[src/hw/rtl/rhc_pkg.sv]
// ----------------------------------------------------------------------------
// rhc_pkg: shared types, constants and functions of the RGB to HSV classifier
// Widths, register codes, stage payloads and the divider step used by the
// pipeline stages.
// ----------------------------------------------------------------------------
package rhc_pkg;

	localparam int unsigned CompW        = 8;   // color component
	localparam int unsigned HueW         = 9;   // hue in degrees
	localparam int unsigned PctW         = 7;   // saturation / lightness percent
	localparam int unsigned ClassW       = 2;
	localparam int unsigned CfgIdxW      = 3;
	localparam int unsigned CfgDataW     = 9;
	localparam int unsigned NumW         = 17;  // dividend: 60*6*255 < 2**17
	localparam int unsigned QuotW        = 9;
	localparam int unsigned BitsPerStage = 3;
	localparam int unsigned ProdW        = 15;  // 100*255 < 2**15
	localparam int unsigned PipeDepth    = 6;

	localparam int DivTop3 = QuotW - 1;
	localparam int DivTop4 = QuotW - 1 - BitsPerStage;
	localparam int DivTop5 = QuotW - 1 - 2 * BitsPerStage;

	typedef enum logic [ClassW-1:0] {
		CLASS_NONE   = 2'd0,
		CLASS_YELLOW = 2'd1,
		CLASS_BLUE   = 2'd2,
		CLASS_WHITE  = 2'd3
	} color_class_t;

	typedef enum logic [CfgIdxW-1:0] {
		REG_YELLOW_LO = 3'd0,
		REG_YELLOW_HI = 3'd1,
		REG_BLUE_LO   = 3'd2,
		REG_BLUE_HI   = 3'd3,
		REG_WHITE_LO  = 3'd4,
		REG_WHITE_HI  = 3'd5
	} cfg_reg_t;

	typedef struct packed {
		logic [HueW-1:0] lo;
		logic [HueW-1:0] hi;
	} hue_window_t;

	typedef struct packed {
		hue_window_t yellow;
		hue_window_t blue;
		hue_window_t white;
	} class_cfg_t;

	localparam class_cfg_t CfgReset = '{
		yellow: '{lo: 9'd40,  hi: 9'd70},
		blue:   '{lo: 9'd180, hi: 9'd200},
		white:  '{lo: 9'd0,   hi: 9'd20}
	};

	// operands handed from the front end to the dividers
	typedef struct packed {
		logic [NumW-1:0]  hue_num;
		logic [CompW-1:0] hue_den;
		logic [NumW-1:0]  sat_num;
		logic [CompW-1:0] sat_den;
		logic [PctW-1:0]  light;
	} div_in_t;

	typedef struct packed {
		logic [NumW-1:0]  rem;
		logic [QuotW-1:0] quot;
	} div_part_t;

	typedef struct packed {
		div_part_t        h;
		div_part_t        s;
		logic [CompW-1:0] hue_den;
		logic [CompW-1:0] sat_den;
		logic [PctW-1:0]  light;
	} div_st_t;

	typedef struct packed {
		logic [HueW-1:0] hue;
		logic [PctW-1:0] saturation;
		logic [PctW-1:0] lightness;
	} hsv_t;

	typedef struct packed {
		logic [HueW-1:0] hue;
		logic [PctW-1:0] saturation;
		logic [PctW-1:0] lightness;
		color_class_t    color_class;
	} hsv_class_t;

	// restoring division, BitsPerStage quotient bits from top_bit down
	function automatic div_part_t div_step(input div_part_t part, input logic [CompW-1:0] den,
		input int top_bit);
		div_part_t       acc;
		logic [NumW-1:0] trial;
		int              sh;
		acc = part;
		for (int j = 0; j < int'(BitsPerStage); j++) begin
			sh    = top_bit - j;
			trial = NumW'(den) << sh;
			if (acc.rem >= trial) begin
				acc.rem  = acc.rem - trial;
				acc.quot = acc.quot | (QuotW'(1) << sh);
			end
		end
		return acc;
	endfunction

	function automatic div_st_t div_stage(input div_st_t st, input int top_bit);
		div_st_t nx;
		nx   = st;
		nx.h = div_step(st.h, st.hue_den, top_bit);
		nx.s = div_step(st.s, st.sat_den, top_bit);
		return nx;
	endfunction

	// floor(100*mx/255); x/255 == (x + 1 + x/256)/256 for x < 65535
	function automatic logic [PctW-1:0] light_pct(input logic [CompW-1:0] mx);
		logic [ProdW-1:0] x;
		logic [ProdW:0]   s;
		x = ProdW'(mx) * ProdW'(100);
		s = (ProdW+1)'(x) + (ProdW+1)'(1) + (ProdW+1)'(x >> 8);
		return PctW'(s >> 8);
	endfunction

endpackage

[src/hw/rtl/rhc_ifs.sv]
// ----------------------------------------------------------------------------
// rhc_ifs: stream and configuration interfaces of the classifier
// Pixel input, HSV result and register write channels (valid/ready).
// ----------------------------------------------------------------------------
interface rhc_pix_if;
	logic                     valid;
	logic                     ready;
	logic [rhc_pkg::CompW-1:0] red;
	logic [rhc_pkg::CompW-1:0] green;
	logic [rhc_pkg::CompW-1:0] blue;

	modport source (output valid, red, green, blue, input ready);
	modport sink   (input valid, red, green, blue, output ready);
endinterface

interface rhc_hsv_if;
	logic                      valid;
	logic                      ready;
	logic [rhc_pkg::HueW-1:0]   hue;
	logic [rhc_pkg::PctW-1:0]   saturation;
	logic [rhc_pkg::PctW-1:0]   lightness;
	logic [rhc_pkg::ClassW-1:0] color_class;

	modport source (output valid, hue, saturation, lightness, color_class, input ready);
	modport sink   (input valid, hue, saturation, lightness, color_class, output ready);
endinterface

interface rhc_cfg_if;
	logic                        valid;
	logic                        ready;
	logic [rhc_pkg::CfgIdxW-1:0]  index;
	logic [rhc_pkg::CfgDataW-1:0] data;

	modport source (output valid, index, data, input ready);
	modport sink   (input valid, index, data, output ready);
endinterface

[src/hw/rtl/rhc_front.sv]
// ----------------------------------------------------------------------------
// rhc_front: max/min search and divider operand setup (stages 1 and 2)
// Stage 1 finds max, min and the max channel; stage 2 forms the hue sector
// numerator, the saturation numerator and the lightness percent.
// ----------------------------------------------------------------------------
module rhc_front (
	input  logic                      clk,
	input  logic                      arst_n,
	input  logic                      in_valid,
	output logic                      in_ready,
	input  logic [rhc_pkg::CompW-1:0] red,
	input  logic [rhc_pkg::CompW-1:0] green,
	input  logic [rhc_pkg::CompW-1:0] blue,
	output logic                      out_valid,
	input  logic                      out_ready,
	output rhc_pkg::div_in_t          out_data
);

	localparam int unsigned UW = rhc_pkg::CompW + 5;

	typedef enum logic [1:0] {
		SEL_RED,
		SEL_GREEN,
		SEL_BLUE
	} max_sel_t;

	// stage 1
	logic [rhc_pkg::CompW-1:0] mx_c, mn_c;
	max_sel_t                  sel_c;
	logic                      v_s1, rdy_s1;
	logic [rhc_pkg::CompW-1:0] r_s1, g_s1, b_s1, mx_s1, delta_s1;
	max_sel_t                  sel_s1;

	// stage 2
	logic signed [UW-1:0]      rs, gs, bs, ds, u;
	logic [rhc_pkg::NumW-1:0]  uu, dd;
	rhc_pkg::div_in_t          d_c, d_s2;
	logic                      v_s2, rdy_s2;

	// ties go to red, then green
	always_comb begin
		mx_c  = red;
		mn_c  = red;
		sel_c = SEL_RED;
		if (green > mx_c) begin
			mx_c  = green;
			sel_c = SEL_GREEN;
		end
		if (green < mn_c)
			mn_c = green;
		if (blue > mx_c) begin
			mx_c  = blue;
			sel_c = SEL_BLUE;
		end
		if (blue < mn_c)
			mn_c = blue;
	end

	assign rdy_s2   = !v_s2 || out_ready;
	assign rdy_s1   = !v_s1 || rdy_s2;
	assign in_ready = rdy_s1;

	always_ff @(posedge clk or negedge arst_n) begin
		if (!arst_n) begin
			v_s1 <= 1'b0;
			v_s2 <= 1'b0;
		end else begin
			if (rdy_s1)
				v_s1 <= in_valid;
			if (rdy_s2)
				v_s2 <= v_s1;
		end
	end

	always_ff @(posedge clk) begin
		if (rdy_s1 && in_valid) begin
			r_s1     <= red;
			g_s1     <= green;
			b_s1     <= blue;
			mx_s1    <= mx_c;
			delta_s1 <= mx_c - mn_c;
			sel_s1   <= sel_c;
		end
		if (rdy_s2 && v_s1)
			d_s2 <= d_c;
	end

	// u = hue/60 scaled by delta, always in [0, 6*delta)
	always_comb begin
		rs = $signed(UW'(r_s1));
		gs = $signed(UW'(g_s1));
		bs = $signed(UW'(b_s1));
		ds = $signed(UW'(delta_s1));
		unique case (sel_s1)
			SEL_RED:   u = (g_s1 >= b_s1) ? (gs - bs) : (gs - bs + (ds <<< 2) + (ds <<< 1));
			SEL_GREEN: u = (ds <<< 1) + bs - rs;
			SEL_BLUE:  u = (ds <<< 2) + rs - gs;
			default:   u = '0;
		endcase
		uu = rhc_pkg::NumW'($unsigned(u));
		dd = rhc_pkg::NumW'(delta_s1);

		d_c.hue_num = (uu << 6) - (uu << 2);
		d_c.hue_den = (delta_s1 == '0) ? rhc_pkg::CompW'(1) : delta_s1;
		d_c.sat_num = (dd << 6) + (dd << 5) + (dd << 2);
		d_c.sat_den = (mx_s1 == '0) ? rhc_pkg::CompW'(1) : mx_s1;
		d_c.light   = rhc_pkg::light_pct(mx_s1);
	end

	assign out_valid = v_s2;
	assign out_data  = d_s2;

endmodule

[src/hw/rtl/rhc_div.sv]
// ----------------------------------------------------------------------------
// rhc_div: pipelined restoring dividers for hue and saturation (stages 3-5)
// Two dividers run in lockstep, three quotient bits per stage.
// ----------------------------------------------------------------------------
module rhc_div (
	input  logic             clk,
	input  logic             arst_n,
	input  logic             in_valid,
	output logic             in_ready,
	input  rhc_pkg::div_in_t in_data,
	output logic             out_valid,
	input  logic             out_ready,
	output rhc_pkg::hsv_t    out_data
);

	rhc_pkg::div_st_t entry_c;
	rhc_pkg::div_st_t st_s3, st_s4, st_s5;
	logic             v_s3, v_s4, v_s5;
	logic             rdy_s3, rdy_s4, rdy_s5;

	always_comb begin
		entry_c.h.rem  = in_data.hue_num;
		entry_c.h.quot = '0;
		entry_c.s.rem  = in_data.sat_num;
		entry_c.s.quot = '0;
		entry_c.hue_den = in_data.hue_den;
		entry_c.sat_den = in_data.sat_den;
		entry_c.light   = in_data.light;
	end

	assign rdy_s5   = !v_s5 || out_ready;
	assign rdy_s4   = !v_s4 || rdy_s5;
	assign rdy_s3   = !v_s3 || rdy_s4;
	assign in_ready = rdy_s3;

	always_ff @(posedge clk or negedge arst_n) begin
		if (!arst_n) begin
			v_s3 <= 1'b0;
			v_s4 <= 1'b0;
			v_s5 <= 1'b0;
		end else begin
			if (rdy_s3)
				v_s3 <= in_valid;
			if (rdy_s4)
				v_s4 <= v_s3;
			if (rdy_s5)
				v_s5 <= v_s4;
		end
	end

	always_ff @(posedge clk) begin
		if (rdy_s3 && in_valid)
			st_s3 <= rhc_pkg::div_stage(entry_c, rhc_pkg::DivTop3);
		if (rdy_s4 && v_s3)
			st_s4 <= rhc_pkg::div_stage(st_s3, rhc_pkg::DivTop4);
		if (rdy_s5 && v_s4)
			st_s5 <= rhc_pkg::div_stage(st_s4, rhc_pkg::DivTop5);
	end

	assign out_valid           = v_s5;
	assign out_data.hue        = st_s5.h.quot;
	assign out_data.saturation = rhc_pkg::PctW'(st_s5.s.quot);
	assign out_data.lightness  = st_s5.light;

endmodule

[src/hw/rtl/rhc_class.sv]
// ----------------------------------------------------------------------------
// rhc_class: hue window classification and output register (stage 6)
// Yellow, blue and white windows are tested in that order, strict bounds.
// ----------------------------------------------------------------------------
module rhc_class (
	input  logic                clk,
	input  logic                arst_n,
	input  rhc_pkg::class_cfg_t cfg,
	input  logic                in_valid,
	output logic                in_ready,
	input  rhc_pkg::hsv_t       in_data,
	output logic                out_valid,
	input  logic                out_ready,
	output rhc_pkg::hsv_class_t out_data
);

	rhc_pkg::color_class_t cls_c;
	rhc_pkg::hsv_class_t   res_s6;
	logic                  v_s6;

	function automatic logic in_win(input logic [rhc_pkg::HueW-1:0] h,
		input rhc_pkg::hue_window_t w);
		return (h > w.lo) && (h < w.hi);
	endfunction

	always_comb begin
		priority if (in_win(in_data.hue, cfg.yellow))
			cls_c = rhc_pkg::CLASS_YELLOW;
		else if (in_win(in_data.hue, cfg.blue))
			cls_c = rhc_pkg::CLASS_BLUE;
		else if (in_win(in_data.hue, cfg.white))
			cls_c = rhc_pkg::CLASS_WHITE;
		else
			cls_c = rhc_pkg::CLASS_NONE;
	end

	assign in_ready = !v_s6 || out_ready;

	always_ff @(posedge clk or negedge arst_n) begin
		if (!arst_n)
			v_s6 <= 1'b0;
		else if (in_ready)
			v_s6 <= in_valid;
	end

	always_ff @(posedge clk) begin
		if (in_ready && in_valid) begin
			res_s6.hue         <= in_data.hue;
			res_s6.saturation  <= in_data.saturation;
			res_s6.lightness   <= in_data.lightness;
			res_s6.color_class <= cls_c;
		end
	end

	assign out_valid = v_s6;
	assign out_data  = res_s6;

endmodule

[src/hw/rtl/rgb_to_hsv_color_classifier_core.sv]
// ----------------------------------------------------------------------------
// rgb_to_hsv_color_classifier_core: RGB to HSV conversion and color class
// Top level: window registers, front end, dividers and classifier stage.
// ----------------------------------------------------------------------------
//  port     dir   transaction
//  pixel    in    red, green, blue (8 bits each)
//  result   out   hue, saturation, lightness, color_class
//  cfg      in    index (0..5, others ignored), 9-bit data; always ready
//
//  Six register stages; while the result side keeps taking results, one
//  pixel per cycle is sustained; the hue and saturation dividers resolve
//  three quotient bits per stage over stages 3 to 5.
//  Each stage advances when it is empty or the next one advances, so a stalled
//  result lets empty stages behind it fill. Reset clears all valid bits and
//  loads the window registers with their defaults.
// ----------------------------------------------------------------------------
module rgb_to_hsv_color_classifier_core (
	input  logic       clk,
	input  logic       arst_n,
	rhc_pix_if.sink    pixel,
	rhc_hsv_if.source  result,
	rhc_cfg_if.sink    cfg
);

	rhc_pkg::class_cfg_t cfg_q;
	rhc_pkg::div_in_t    front_data;
	rhc_pkg::hsv_t       div_data;
	rhc_pkg::hsv_class_t res;
	logic                front_valid, front_ready;
	logic                div_valid, div_ready;

	assign cfg.ready = 1'b1;

	always_ff @(posedge clk or negedge arst_n) begin
		if (!arst_n) begin
			cfg_q <= rhc_pkg::CfgReset;
		end else if (cfg.valid && cfg.ready) begin
			unique case (rhc_pkg::cfg_reg_t'(cfg.index))
				rhc_pkg::REG_YELLOW_LO: cfg_q.yellow.lo <= cfg.data;
				rhc_pkg::REG_YELLOW_HI: cfg_q.yellow.hi <= cfg.data;
				rhc_pkg::REG_BLUE_LO:   cfg_q.blue.lo   <= cfg.data;
				rhc_pkg::REG_BLUE_HI:   cfg_q.blue.hi   <= cfg.data;
				rhc_pkg::REG_WHITE_LO:  cfg_q.white.lo  <= cfg.data;
				rhc_pkg::REG_WHITE_HI:  cfg_q.white.hi  <= cfg.data;
				default: ;
			endcase
		end
	end

	rhc_front u_front (
		.clk       (clk),
		.arst_n    (arst_n),
		.in_valid  (pixel.valid),
		.in_ready  (pixel.ready),
		.red       (pixel.red),
		.green     (pixel.green),
		.blue      (pixel.blue),
		.out_valid (front_valid),
		.out_ready (front_ready),
		.out_data  (front_data)
	);

	rhc_div u_div (
		.clk       (clk),
		.arst_n    (arst_n),
		.in_valid  (front_valid),
		.in_ready  (front_ready),
		.in_data   (front_data),
		.out_valid (div_valid),
		.out_ready (div_ready),
		.out_data  (div_data)
	);

	rhc_class u_class (
		.clk       (clk),
		.arst_n    (arst_n),
		.cfg       (cfg_q),
		.in_valid  (div_valid),
		.in_ready  (div_ready),
		.in_data   (div_data),
		.out_valid (result.valid),
		.out_ready (result.ready),
		.out_data  (res)
	);

	assign result.hue         = res.hue;
	assign result.saturation  = res.saturation;
	assign result.lightness   = res.lightness;
	assign result.color_class = res.color_class;

endmodule

[src/flat_wrapper.sv]
// flat-port wrapper written by rule: the top's interface ports become plain ports
module rgb_to_hsv_color_classifier_core_flat 
  (clk, arst_n, pixel_valid, pixel_red, pixel_green, pixel_blue, pixel_ready, result_valid, result_hue, result_saturation, result_lightness, result_color_class, result_ready, cfg_valid, cfg_index, cfg_data, cfg_ready);
  rhc_pix_if pixel_i ();
  rhc_hsv_if result_i ();
  rhc_cfg_if cfg_i ();
  input  logic clk;
  input  logic arst_n;
  input wire logic [$bits(pixel_i.valid)-1:0] pixel_valid;
  input wire logic [$bits(pixel_i.red)-1:0] pixel_red;
  input wire logic [$bits(pixel_i.green)-1:0] pixel_green;
  input wire logic [$bits(pixel_i.blue)-1:0] pixel_blue;
  output wire logic [$bits(pixel_i.ready)-1:0] pixel_ready;
  output wire logic [$bits(result_i.valid)-1:0] result_valid;
  output wire logic [$bits(result_i.hue)-1:0] result_hue;
  output wire logic [$bits(result_i.saturation)-1:0] result_saturation;
  output wire logic [$bits(result_i.lightness)-1:0] result_lightness;
  output wire logic [$bits(result_i.color_class)-1:0] result_color_class;
  input wire logic [$bits(result_i.ready)-1:0] result_ready;
  input wire logic [$bits(cfg_i.valid)-1:0] cfg_valid;
  input wire logic [$bits(cfg_i.index)-1:0] cfg_index;
  input wire logic [$bits(cfg_i.data)-1:0] cfg_data;
  output wire logic [$bits(cfg_i.ready)-1:0] cfg_ready;
  assign pixel_i.valid = pixel_valid;
  assign pixel_i.red = pixel_red;
  assign pixel_i.green = pixel_green;
  assign pixel_i.blue = pixel_blue;
  assign pixel_ready = pixel_i.ready;
  assign result_valid = result_i.valid;
  assign result_hue = result_i.hue;
  assign result_saturation = result_i.saturation;
  assign result_lightness = result_i.lightness;
  assign result_color_class = result_i.color_class;
  assign result_i.ready = result_ready;
  assign cfg_i.valid = cfg_valid;
  assign cfg_i.index = cfg_index;
  assign cfg_i.data = cfg_data;
  assign cfg_ready = cfg_i.ready;
  rgb_to_hsv_color_classifier_core u_core (.clk(clk), .arst_n(arst_n), .pixel(pixel_i), .result(result_i), .cfg(cfg_i));
endmodule
[config.mk]
export PLATFORM = sky130hd
export DESIGN_NAME = rgb_to_hsv_color_classifier_core_flat
export DESIGN_NICKNAME = d
export VERILOG_FILES = /design/src/hw/rtl/rhc_pkg.sv /design/src/hw/rtl/rhc_ifs.sv /design/src/hw/rtl/rhc_front.sv /design/src/hw/rtl/rhc_div.sv /design/src/hw/rtl/rhc_class.sv /design/src/hw/rtl/rgb_to_hsv_color_classifier_core.sv /design/src/flat_wrapper.sv
export SDC_FILE = /design/constraint.sdc
export NUM_CORES = 1
export LEC_CHECK = 0
export ABC_AREA = 1
export BUFFER_PORTS_ARGS = -buffer_cell sky130_fd_sc_hd__buf_2
export CAP_MARGIN = 20
export CORE_UTILIZATION = 50
export DETAILED_ROUTE_END_ITERATION = 10
export PLACE_DENSITY = 0.7
export SLEW_MARGIN = 20
export SYNTH_ARGS = -nofsm -noshare
export SYNTH_HDL_FRONTEND = slang
export SYNTH_SLANG_ARGS = --single-unit
export TNS_END_PERCENT = 20
[constraint.sdc]
create_clock -name clk -period 6.4 [get_ports clk]
set_clock_uncertainty 0.2 [all_clocks]
set_input_delay 0 -clock clk [delete_from_list [all_inputs] [get_ports clk]]
set_output_delay 0 -clock clk [all_outputs]
set_load 0.01 [all_outputs]
Word level (Yosys, flattened, before mapping)
Cells that the tools add are included.
{ "totals": {"register_bits": 357, "input_bits": 41, "out_inout_bits": 28, "word_cells": 184} }
{ "classes": {"add_sub_neg": 29, "multipliers": 1, "order_cmp": 29, "n_eq_ne": 7, "mux": 37, "reduce_logical": 31} }
{ "ops": {"columns": ["operator", "n"], "rows": [
  ["2-to-1 mux 26 bit", 28],
  ["subtractor 17 x 15 -> 17 bit", 3],
  ["case mux 13 bit (3 select lines)", 1],
  ["greater-or-equal comparator 17 x 10 -> 1 bit", 2],
  ["greater-or-equal comparator 17 x 11 -> 1 bit", 2],
  ["greater-or-equal comparator 17 x 12 -> 1 bit", 2],
  ["greater-or-equal comparator 17 x 13 -> 1 bit", 2],
  ["greater-or-equal comparator 17 x 14 -> 1 bit", 2],
  ["greater-or-equal comparator 17 x 15 -> 1 bit", 2],
  ["greater-or-equal comparator 17 x 16 -> 1 bit", 2],
  ["greater-or-equal comparator 17 x 8 -> 1 bit", 2],
  ["greater-or-equal comparator 17 x 9 -> 1 bit", 2],
  ["subtractor 17 x 10 -> 17 bit", 2],
  ["subtractor 17 x 11 -> 17 bit", 2],
  ["subtractor 17 x 12 -> 17 bit", 2],
  ["subtractor 17 x 13 -> 17 bit", 2],
  ["subtractor 17 x 14 -> 17 bit", 2],
  ["subtractor 17 x 16 -> 17 bit", 2],
  ["subtractor 17 x 9 -> 17 bit", 2],
  ["2-to-1 mux 8 bit", 4],
  ["greater-than comparator 9 bit", 3],
  ["< comparator 9 bit", 3],
  ["adder 15 x 10 -> 16 bit", 1],
  ["greater-than comparator 8 bit", 2],
  ["other kinds (29)", 57]
]} }

Longest topological paths before layout
Gate-level depths: netlist of the first run.
{ "depth": {"depth_word": 12, "mapped_depth": 45, "depth_no_buf": 42} }

Cells and area by module
From an unflattened synthesis of the first run, not the netlist that was laid out.
{ "hier_totals": {"cells_unflattened": 3618, "hier_area_um2": 28454.8} }
{ "modules_own_cells": {"columns": ["mod", "instances", "cells_per_inst", "area_each_um2", "seq_area_each_um2"], "rows": [
  ["rhc_div", 1, 2026, 14926.8, 4609.4],
  ["rhc_front", 1, 1065, 9022.4, 2842.7],
  ["rhc_class", 1, 280, 2264.7, 775.7],
  ["rgb_to_hsv_color_classifier_core", 1, 247, 2240.9, 1368.8]
]} }

Worst setup path before layout of the first run
OpenSTA, ideal clock, no wires.
{ "synth_timing": {"path_type": "register -> register", "from": "reg u_core.u_front.d_s2 (netlist bit u_core.u_front.out_data[33])", "to": "reg u_core.u_div.st_s3[71] in the netlist's numbering (data pin)", "setup_ps": 261, "arrival_time_ps": 5367, "required_ps": 5939, "slack_ps": 572, "path_stages_with_launch": 36, "path_buffers": 3, "synth_period_minus_slack_ps": 5828, "cell_sequence": "edfxtp_1 inv_1 ha_1 nand3_1 nand2_1 nand4_1 nand3_1 nand2_1 nand3_2 inv_1 clkbuf_1 o21ai_0 fa_1 nand3_1 nand2_1 nand2_1 nand3_1 a41oi_1 nand3_2 inv_1 clkbuf_1 nand2_1 o21ai_0 ha_1 nand2_1 nand2_1 a21oi_1 o21ai_0 a21oi_1 o21ai_0 a21o_1 nor2_1 nand3_2 inv_2 buf_4 o21ai_0"} }
{ "synth_between": {"elab_chain_cells": 8, "elab_cells_between_ends": 11, "classes_between": "add/sub: 3; order compare: 3; mux: 5"} }
{ "synth_lines": {"columns": ["element", "line_no", "rtl"], "rows": [
  ["from (decl)", "rhc_front.sv:37", "rhc_pkg::div_in_t d_c, d_s2;"],
  ["from (signal assigned)", "rhc_front.sv:85", "d_s2 <= d_c;"],
  ["subtractor 17 x 16 -> 17 bit / greater-or-equal comparator 17 x 16 -> 1 bit (equally long branches)", "rhc_pkg.sv:103, rhc_pkg.sv:102", null],
  ["2-to-1 mux 26 bit", "rhc_pkg.sv:102", "if (acc.rem >= trial) begin"],
  ["2-to-1 mux 26 bit", "rhc_div.sv:52", "if (rdy_s3 && in_valid)"],
  ["subtractor 17 x 15 -> 17 bit / greater-or-equal comparator 17 x 15 -> 1 bit (equally long branches)", "rhc_pkg.sv:103, rhc_pkg.sv:102", null],
  ["2-to-1 mux 26 bit", "rhc_pkg.sv:102", null],
  ["2-to-1 mux 26 bit", "rhc_div.sv:52", null],
  ["subtractor 17 x 14 -> 17 bit / greater-or-equal comparator 17 x 14 -> 1 bit (equally long branches)", "rhc_pkg.sv:103, rhc_pkg.sv:102", null],
  ["2-to-1 mux 26 bit (*)", "rhc_pkg.sv:102", null],
  ["to (signal assigned)", "rhc_div.sv:53", "st_s3 <= rhc_pkg::div_stage(entry_c, rhc_pkg::DivTop3);"],
  ["to (decl)", "rhc_div.sv:17", "rhc_pkg::div_st_t st_s3, st_s4, st_s5;"]
]} }
Mark *: on every way between the ends. The rest lies on a longest branch, timed or not. The select of a mux whose other input is x is not followed.
A chain may end at the register's enable or synchronous reset.

Worst setup path in the final report of the first run
{ "layout_timing": {"from": "reg u_core.u_front.d_s2 (netlist bit u_core.u_front.out_data[38])", "to": "reg u_core.u_div.st_s3[64] in the netlist's numbering (data pin)"} }
{ "layout_between": {"elab_chain_cells": 8, "elab_cells_between_ends": 11, "classes_between": "add/sub: 3; order compare: 3; mux: 5"} }
{ "layout_lines": {"columns": ["element", "line_no"], "rows": [
  ["greater-or-equal comparator 17 x 16 -> 1 bit / subtractor 17 x 16 -> 17 bit (equally long branches)", "rhc_pkg.sv:102, rhc_pkg.sv:103"],
  ["2-to-1 mux 26 bit", "rhc_pkg.sv:102"],
  ["2-to-1 mux 26 bit", "rhc_div.sv:52"],
  ["subtractor 17 x 15 -> 17 bit / greater-or-equal comparator 17 x 15 -> 1 bit (equally long branches)", "rhc_pkg.sv:103, rhc_pkg.sv:102"],
  ["2-to-1 mux 26 bit", "rhc_pkg.sv:102"],
  ["2-to-1 mux 26 bit", "rhc_div.sv:52"],
  ["subtractor 17 x 14 -> 17 bit / greater-or-equal comparator 17 x 14 -> 1 bit (equally long branches)", "rhc_pkg.sv:103, rhc_pkg.sv:102"],
  ["2-to-1 mux 26 bit (*)", "rhc_pkg.sv:102"]
]} }
Marks and branches as above.

==> metrics.csv, run 1 <==
stage;metric;value;unit
clock_network;cts_tree;done;
place;pre_cts_slack;-28.4;ps
setup_path;required;6480;ps
die;io_pins;69;
clock_network;h-tree-depth;2;
detailed_routing;wirelength;62.3;mm
yosys;syn-cell-area;27000;um^2
detailed_routing;via_per_inst;5.23;
global_routing;gr-total-overflow;0;
clock_network;clock_latency;560;ps
die;die_w;234;um
yosys;synth_cell_types;62;
yosys;synthFlopType;edfxtp_1;
setup_path;endpoint_kind;flip-flop;
yosys;synth_top_area_share;29.0;%
yosys;ys_ff_latch;321;
setup_path;worstPathArrival;6010;ps
setup_path;critPathMaxStageDelay;410;ps
yosys;syn_inst;3338;
global_routing;grt_use_total;23.1;%
timing;setup_viol;0;
hold_path;min_path_cells;4;
timing;slew_headroom;25.5;%
setup_path;slowest_stage;ha_1;
die;num_rows;84;
timing;min_period;5930;ps
final_layout;drive_gt1_share;8.09;%
yosys;synth_fp_nets;3755;
yosys;synth_edf_count;261;
global_routing;grt_pass1_vias;20700;
yosys;ys_warn_count;0;
detailed_routing;via_count;22000;
setup_path;crit_path_max_fanout;15;
place;io_buffer_count;67;
clock_network;cts.sinks;321;
detailed_routing;drt_iter0_drc;1613;
place;dp_hpwl;49.6;mm
setup_path;r2r_cells;29;
detailed_routing;drc;0;
timing;max_slew.worst_pin.slew;1120;ps
die;core_area;53000;um^2
yosys;ys_top_cells_by_area;edfxtp_1 (29%), ha_1 (15%), nand2_1 (10%);
final_layout;fill_cells;4804;
setup_path;startpoint_type;flip-flop;
yosys;synth_seq_area_share;34.6;%
final_layout;fin_area;30100;um^2
yosys;syn_avg_cell_area;8.09;um^2
detailed_routing;firstDrtPassIters;6;
timing;max_freq;169;MHz
outcome;outcome;finished, final reports clean;
clock_network;path_clk_slew;60;ps
place;dpl_cell_area;28200;um^2
detailed_routing;final_antenna_net_count;0;
global_routing;antenna_found_initial;0;
clock_network;cts_made_buffers;38;
final_layout;area_growth;11.6;%
global_routing;grt_first_pass_wirelength;102;mm
job;drv_cap;0;
timing;fin_ws;467;ps
setup_path;path_class;reg -> reg;
yosys;synthArstFlopShare;18.7;%
clock_network;cts_root_buf;clkbuf_16;
final_layout;diodes;0;
place;gp_congestion;0.914;
timing;slew_violations;0;
die;start_util;51.0;%
timing;min_period_over_period;92.7;%
global_routing;grt_max_degree;61;
hold_path;hold_path_class;in -> reg;
timing;finalHoldViolations;0;
final_layout;final_net_count;3912;
detailed_routing;detail_route.wl_per_cell;14.8;um
die;die_area;54900;um^2
yosys;synth_top_area_cell;edfxtp_1;
die;die_y;234;um
clock_network;clockBufferDepth;3;
final_layout;finish.utilization;56.9;%
[worst max-delay path, delay by kind of cell (launching register included)]
kind	cells	cell delay (ps)
adder cells (fa/ha/maj)	3	1140
AND/OR/NAND/NOR	11	1550
flip-flops	1	340
buffers and inverters	6	920
AO/OA/AOI/OAI	9	1490
[final timing paths]
kind | endpoint | startpoint | slack, ps
worst min-delay path | u_core.cfg_q[50]$_DFFE_PN1P_ | cfg_index[0] | 40
worst min register to register | u_core.u_div.out_data[21]$_DFFE_PP_ | u_core.u_div.st_s4[56]$_DFFE_PP_ | 200
max in group asynchronous | u_core.u_front.out_valid$_DFFE_PN0P_ | arst_n | 4990
min in group asynchronous | u_core.cfg_q[1]$_DFFE_PN0P_ | arst_n | 480
worst max register to register | u_core.u_div.st_s3[64]$_DFFE_PP_ | u_core.u_front.out_data[38]$_SDFFCE_PN0P_ | 470
worst max-delay path | u_core.u_div.st_s3[64]$_DFFE_PP_ | u_core.u_front.out_data[38]$_SDFFCE_PN0P_ | 470
[repair_timing]
item,in CTS,in global routing
setup buffers,0,9
hold buffers,47,0
pin swaps,0,5
hold endpoints to repair,158,0
gates cloned,0,2
gates resized for setup,1,33
setup endpoints to repair,4,42
[synthesized netlist by cell type, types with 3 or more instances]
| master | instances |
|---|---|
| o21ai_0 | 252 |
| nand3_1 | 184 |
| xor2_1 | 95 |
| nand2_2 | 13 |
| a221oi_1 | 3 |
| o31ai_1 | 5 |
| o21ai_1 | 18 |
| a21oi_1 | 190 |
| nand3_4 | 3 |
| buf_6 | 7 |
| nand2_1 | 755 |
| o21ai_2 | 5 |
| nor4_1 | 13 |
| nand3b_1 | 14 |
| xnor2_1 | 57 |
| nand2_4 | 8 |
| buf_4 | 3 |
| nor3_1 | 33 |
| clkinv_1 | 3 |
| buf_2 | 5 |
| a31oi_1 | 8 |
| fa_1 | 50 |
| and2_1 | 4 |
| ha_1 | 326 |
| dfstp_2 | 14 |
| edfxtp_1 | 261 |
| nor2_4 | 3 |
| inv_2 | 13 |
| o211ai_1 | 16 |
| nand3_2 | 13 |
| nand4_1 | 43 |
| a21o_1 | 8 |
| dfrtp_1 | 46 |
| o22ai_1 | 3 |
| o21a_1 | 10 |
| o21bai_1 | 13 |
| nor2_1 | 209 |
| nor2_2 | 14 |
| a211oi_1 | 6 |
| a21oi_2 | 3 |
| or2_2 | 8 |
| inv_1 | 558 |
| clkbuf_1 | 17 |
[metal layers]
metal	part of all wire (%)	wire length [um]	vias to the layer above	GRT usage [%]
met2	45	28300	452	38.3
li1	-	-	11400	-
met5	0	0	-	0
met1	48	29700	10000	31.7
met4	2.5	1530	0	6.43
met3	4.3	2710	96	2.87
[registers in the layout, indices dropped and copies added, names as in the netlist]
name                      count
u_core.u_front.mx_s1          8
u_core.u_front.g_s1           8
u_core.u_class.out_data      25
u_core.u_div.st_s3           57
u_core.u_div.v_s3             1
u_core.u_front.b_s1           8
u_core.u_front.sel_s1         2
u_core.u_front.out_valid      1
u_core.u_front.r_s1           8
u_core.u_div.st_s4           63
u_core.u_div.v_s4             1
u_core.u_front.out_data      51
u_core.u_front.v_s1           1
u_core.u_div.out_data        23
u_core.u_class.out_valid      1
u_core.u_div.out_valid        1
u_core.cfg_q                 54
u_core.u_front.delta_s1       8
[per-stage QoR]
step	std cells	hold slack, ps	TNS, ps
2_1_floorplan	3338	-496	0
3_3_place_gp	4085	-7.02	0
3_5_place_dp	4085	-8.03	-42.0
4_1_cts	4201	5.11	0
5_1_grt	4212	36.9	-15.8
6_report	4212	36.5	0
[cell families after synthesis]
family	share of synthesized area, %
flops	34.6
other cells	0.0139
buf+inv	8.68
simple gates	21.6
xor+xnor	4.93
compound gates	11.3
fa+ha+maj	18.8
[placed cells by master, fill, tap and decap left out, types with 10 or more instances in the layout]
master / synthesis / layout
fa_1: 50 / 49
dfstp_2: 14 / 14
nand4_1: 43 / 43
dlygate4sd3_1: 0 / 47
o21ai_0: 252 / 241
o211ai_1: 16 / 16
edfxtp_1: 261 / 261
nor4_1: 13 / 13
o21bai_1: 13 / 13
nor3_1: 33 / 33
nand3b_1: 14 / 14
dfrtp_1: 46 / 46
nand2_2: 13 / 13
buf_4: 3 / 33
inv_2: 13 / 13
nand2_1: 755 / 754
nor2_2: 14 / 12
o21a_1: 10 / 10
nand3_1: 184 / 184
buf_2: 5 / 67
ha_1: 326 / 325
xor2_1: 95 / 95
inv_1: 558 / 555
nand3_2: 13 / 10
a21oi_1: 190 / 189
nor2_1: 209 / 205
clkbuf_16: 0 / 39
o21ai_1: 18 / 25
xnor2_1: 57 / 57
[layout make-up]
type	instances	area, um^2	share of cell area [%]
Inverter	574	2170	7.19
Timing Repair Buffer	147	1050	3.49
Sequential cell	321	9360	31.0
Clock inverter	26	275	0.913
Clock buffer	43	991	3.29
Timing Repair inverter	1	5.00	0.0166
Multi-Input combinational cell	2412	15400	51.2
Tap cell	688	861	2.86
Power of run 1 is left out: the tool's default activity adds up to more than one toggle a clock period on the data nets, which glitch-free logic cannot reach.
==> run 2, diff against run 1 <==
==> constraint.sdc (replaced) <==
create_clock -name clk -period 5.9 [get_ports clk]
set_clock_uncertainty 0.2 [all_clocks]
set_input_delay 0 -clock clk [delete_from_list [all_inputs] [get_ports clk]]
set_output_delay 0 -clock clk [all_outputs]
set_load 0.01 [all_outputs]
==> run 2 against run 1 <==
  * Setup slack lost 300 ps
  * Die area is the same
  * Critical path depth shrank 1
  * First-iteration DRC count shrank 14%
  * Via count grew 2.3%
  * Utilization grew 1.5 points
  * Global-route usage is essentially flat
  * Sequential share of layout area shrank 0.79 points
  * Cell count grew 1.4%
  * Wire length grew 2.4%
  * Non-clock buffer count grew 59
  * Final area grew 2.6%
==> metrics.csv, run 2 (synthesized netlist as in run 1, its figures left out) <==
stage;metric;value;unit;change
die;die_area;54900;um^2;unchanged
setup_path;startpoint_type;flip-flop;;unchanged
timing;slew_headroom;47.6;%;was 25.5%
detailed_routing;detail_route.wl_per_cell;14.9;um;was 14.8 um
final_layout;fill_cells;4694;;was 4804
detailed_routing;firstDrtPassIters;5;;was 6
setup_path;critPathMaxStageDelay;440;ps;was 410 ps
timing;rsz0062_at_grt;true;;
timing;setup_viol;0;;unchanged
clock_network;cts_tree;done;;unchanged
global_routing;grt_use_total;23.1;%;about the same
outcome;outcome;finished, final reports clean;;unchanged
clock_network;cts.sinks;321;;unchanged
final_layout;area_growth;14.5;%;was 11.6%
final_layout;final_net_count;3973;;was 3912
setup_path;path_class;reg -> reg;;unchanged
timing;finalHoldViolations;0;;unchanged
final_layout;top_register;u_core.u_div.st_s4;;unchanged
die;core_area;53000;um^2;unchanged
setup_path;crit_path_max_fanout;13;;was 15
timing;slew_violations;0;;unchanged
timing;fin_tns_setup;0;ps;unchanged
place;gp_congestion;0.953;;was 0.914
setup_path;slowest_stage;fa_1;;was ha_1
hold_path;worstHoldStart;cfg_index[0];;unchanged
die;num_rows;84;;unchanged
global_routing;grt_pass1_vias;21100;;was 20700
final_layout;final-seq-area;9360;um^2;unchanged
detailed_routing;final_antenna_net_count;0;;unchanged
setup_path;worstPathArrival;5840;ps;was 6010 ps
setup_path;endpoint_kind;flip-flop;;unchanged
hold_path;hold_path_class;in -> reg;;unchanged
detailed_routing;wirelength;63.7;mm;was 62.3 mm
global_routing;grt_max_degree;61;;unchanged
setup_path;startpoint;u_core.u_div.st_s4[12]$_DFFE_PP_;;was u_core.u_front.out_data[38]$_SDFFCE_PN0P_
global_routing;gr-total-overflow;0;;unchanged
global_routing;antenna_found_initial;0;;unchanged
clock_network;h-tree-depth;2;;unchanged
setup_path;reg2reg_from;u_core.u_div.st_s4[12]$_DFFE_PP_;;was u_core.u_front.out_data[38]$_SDFFCE_PN0P_
global_routing;grt_first_pass_wirelength;102;mm;about the same
detailed_routing;drc;0;;unchanged
final_layout;largest_register_ffs;63;;unchanged
job;drv_cap;0;;unchanged
final_layout;final_common_cell;nand2_1;;unchanged
place;dp_hpwl;49.8;mm;was 49.6 mm
die;start_util;51.0;%;unchanged
die;die_y;234;um;unchanged
clock_network;cts_root_buf;clkbuf_16;;unchanged
clock_network;clock_latency;560;ps;about the same
clock_network;cts_made_buffers;37;;was 38
setup_path;ff2ff_setup_slack;160;ps;was 470 ps
final_layout;reg_top3;u_core.u_div.st_s4 (63), u_core.u_div.st_s3 (57), u_core.cfg_q (54);;unchanged
timing;hold_slack;21.7;ps;was 36.5 ps
timing;max_freq;174;MHz;was 169 MHz
detailed_routing;via_count;22500;;was 22000
timing;min_period_over_period;97.2;%;was 92.7%
final_layout;drive_gt1_share;11.0;%;was 8.09%
place;io_buffer_count;67;;unchanged
timing;min_period;5740;ps;was 5930 ps
clock_network;clockBufferDepth;3;;unchanged
final_layout;diodes;0;;unchanged
die;io_pins;69;;unchanged
timing;max_slew.worst_pin.slew;786;ps;was 1120 ps
final_layout;layout_common_cells;nand2_1 (752), inv_1 (548), ha_1 (308);;was nand2_1 (754), inv_1 (555), ha_1 (325)
detailed_routing;drt_iter0_drc;1391;;was 1613
final_layout;multiInputGateArea;15700;um^2;was 15400 um^2
detailed_routing;via_per_inst;5.27;;was 5.23
setup_path;required;6010;ps;was 6480 ps
die;die_w;234;um;unchanged
clock_network;path_clk_slew;60;ps;about the same
-- run 2: timing repair --
item	in CTS	in global routing
gates resized for setup	8	122
hold buffers	48	0
setup buffers	3	14
endpoints found under the setup margin	31	58
pin swaps	2	22
cloned	1	4
hold endpoints to repair	158	0
-- run 2: cell type report --
cell class	count	area share [%]
Clock buffer	44	3.08
Timing Repair inverter	4	0.0890
Tap cell	688	2.78
Inverter	574	7.04
Multi-Input combinational cell	2412	50.9
Sequential cell	321	30.2
Timing Repair Buffer	206	4.93
Clock inverter	24	0.918
-- run 2: worst paths after layout --
kind                            depth (start not counted)                                endpoint
worst max-delay path                                   28  u_core.u_div.out_data[7]$_SDFFCE_PP1P_
worst min-delay path                                    4            u_core.cfg_q[34]$_DFFE_PN1P_
worst max register to register                         28  u_core.u_div.out_data[7]$_SDFFCE_PP1P_
worst min register to register                          0     u_core.u_div.out_data[21]$_DFFE_PP_
max in group asynchronous                               4    u_core.u_front.out_valid$_DFFE_PN0P_
min in group asynchronous                               4            u_core.cfg_q[44]$_DFFE_PN0P_
-- run 2: through the flow --
stage          utilization [%]  std cells  instance area (um^2)  setup WS (ps)
2_1_floorplan                -       3338                 27000           71.7
3_3_place_gp              53.9       4134                 28600           -264
3_5_place_dp              53.9       4134                 28600           -313
4_1_cts                   57.3       4254                 30300           2.63
5_1_grt                   58.4       4273                 30900           -275
6_report                  58.4       4273                 30900            164
-- run 2: metal layers --
| layer | track usage, % | vias to the layer above | routed length, um |
|---|---|---|---|
| li1 | - | 11500 | - |
| met1 | 31.9 | 10400 | 30200 |
| met3 | 2.30 | 113 | 2620 |
| met2 | 38.1 | 496 | 29300 |
| met5 | 0 | - | 0 |
| met4 | 7.08 | 0 | 1660 |
-- run 2: worst max-delay path, delay by kind of cell (launching register included) --
kind                     cells  cell delay (ps)
AO/OA/AOI/OAI                8             1630
flip-flops                   1              340
AND/OR/NAND/NOR             12             1650
buffers and inverters        5              510
adder cells (fa/ha/maj)      3             1120
Power of run 2 is left out for the same reason.
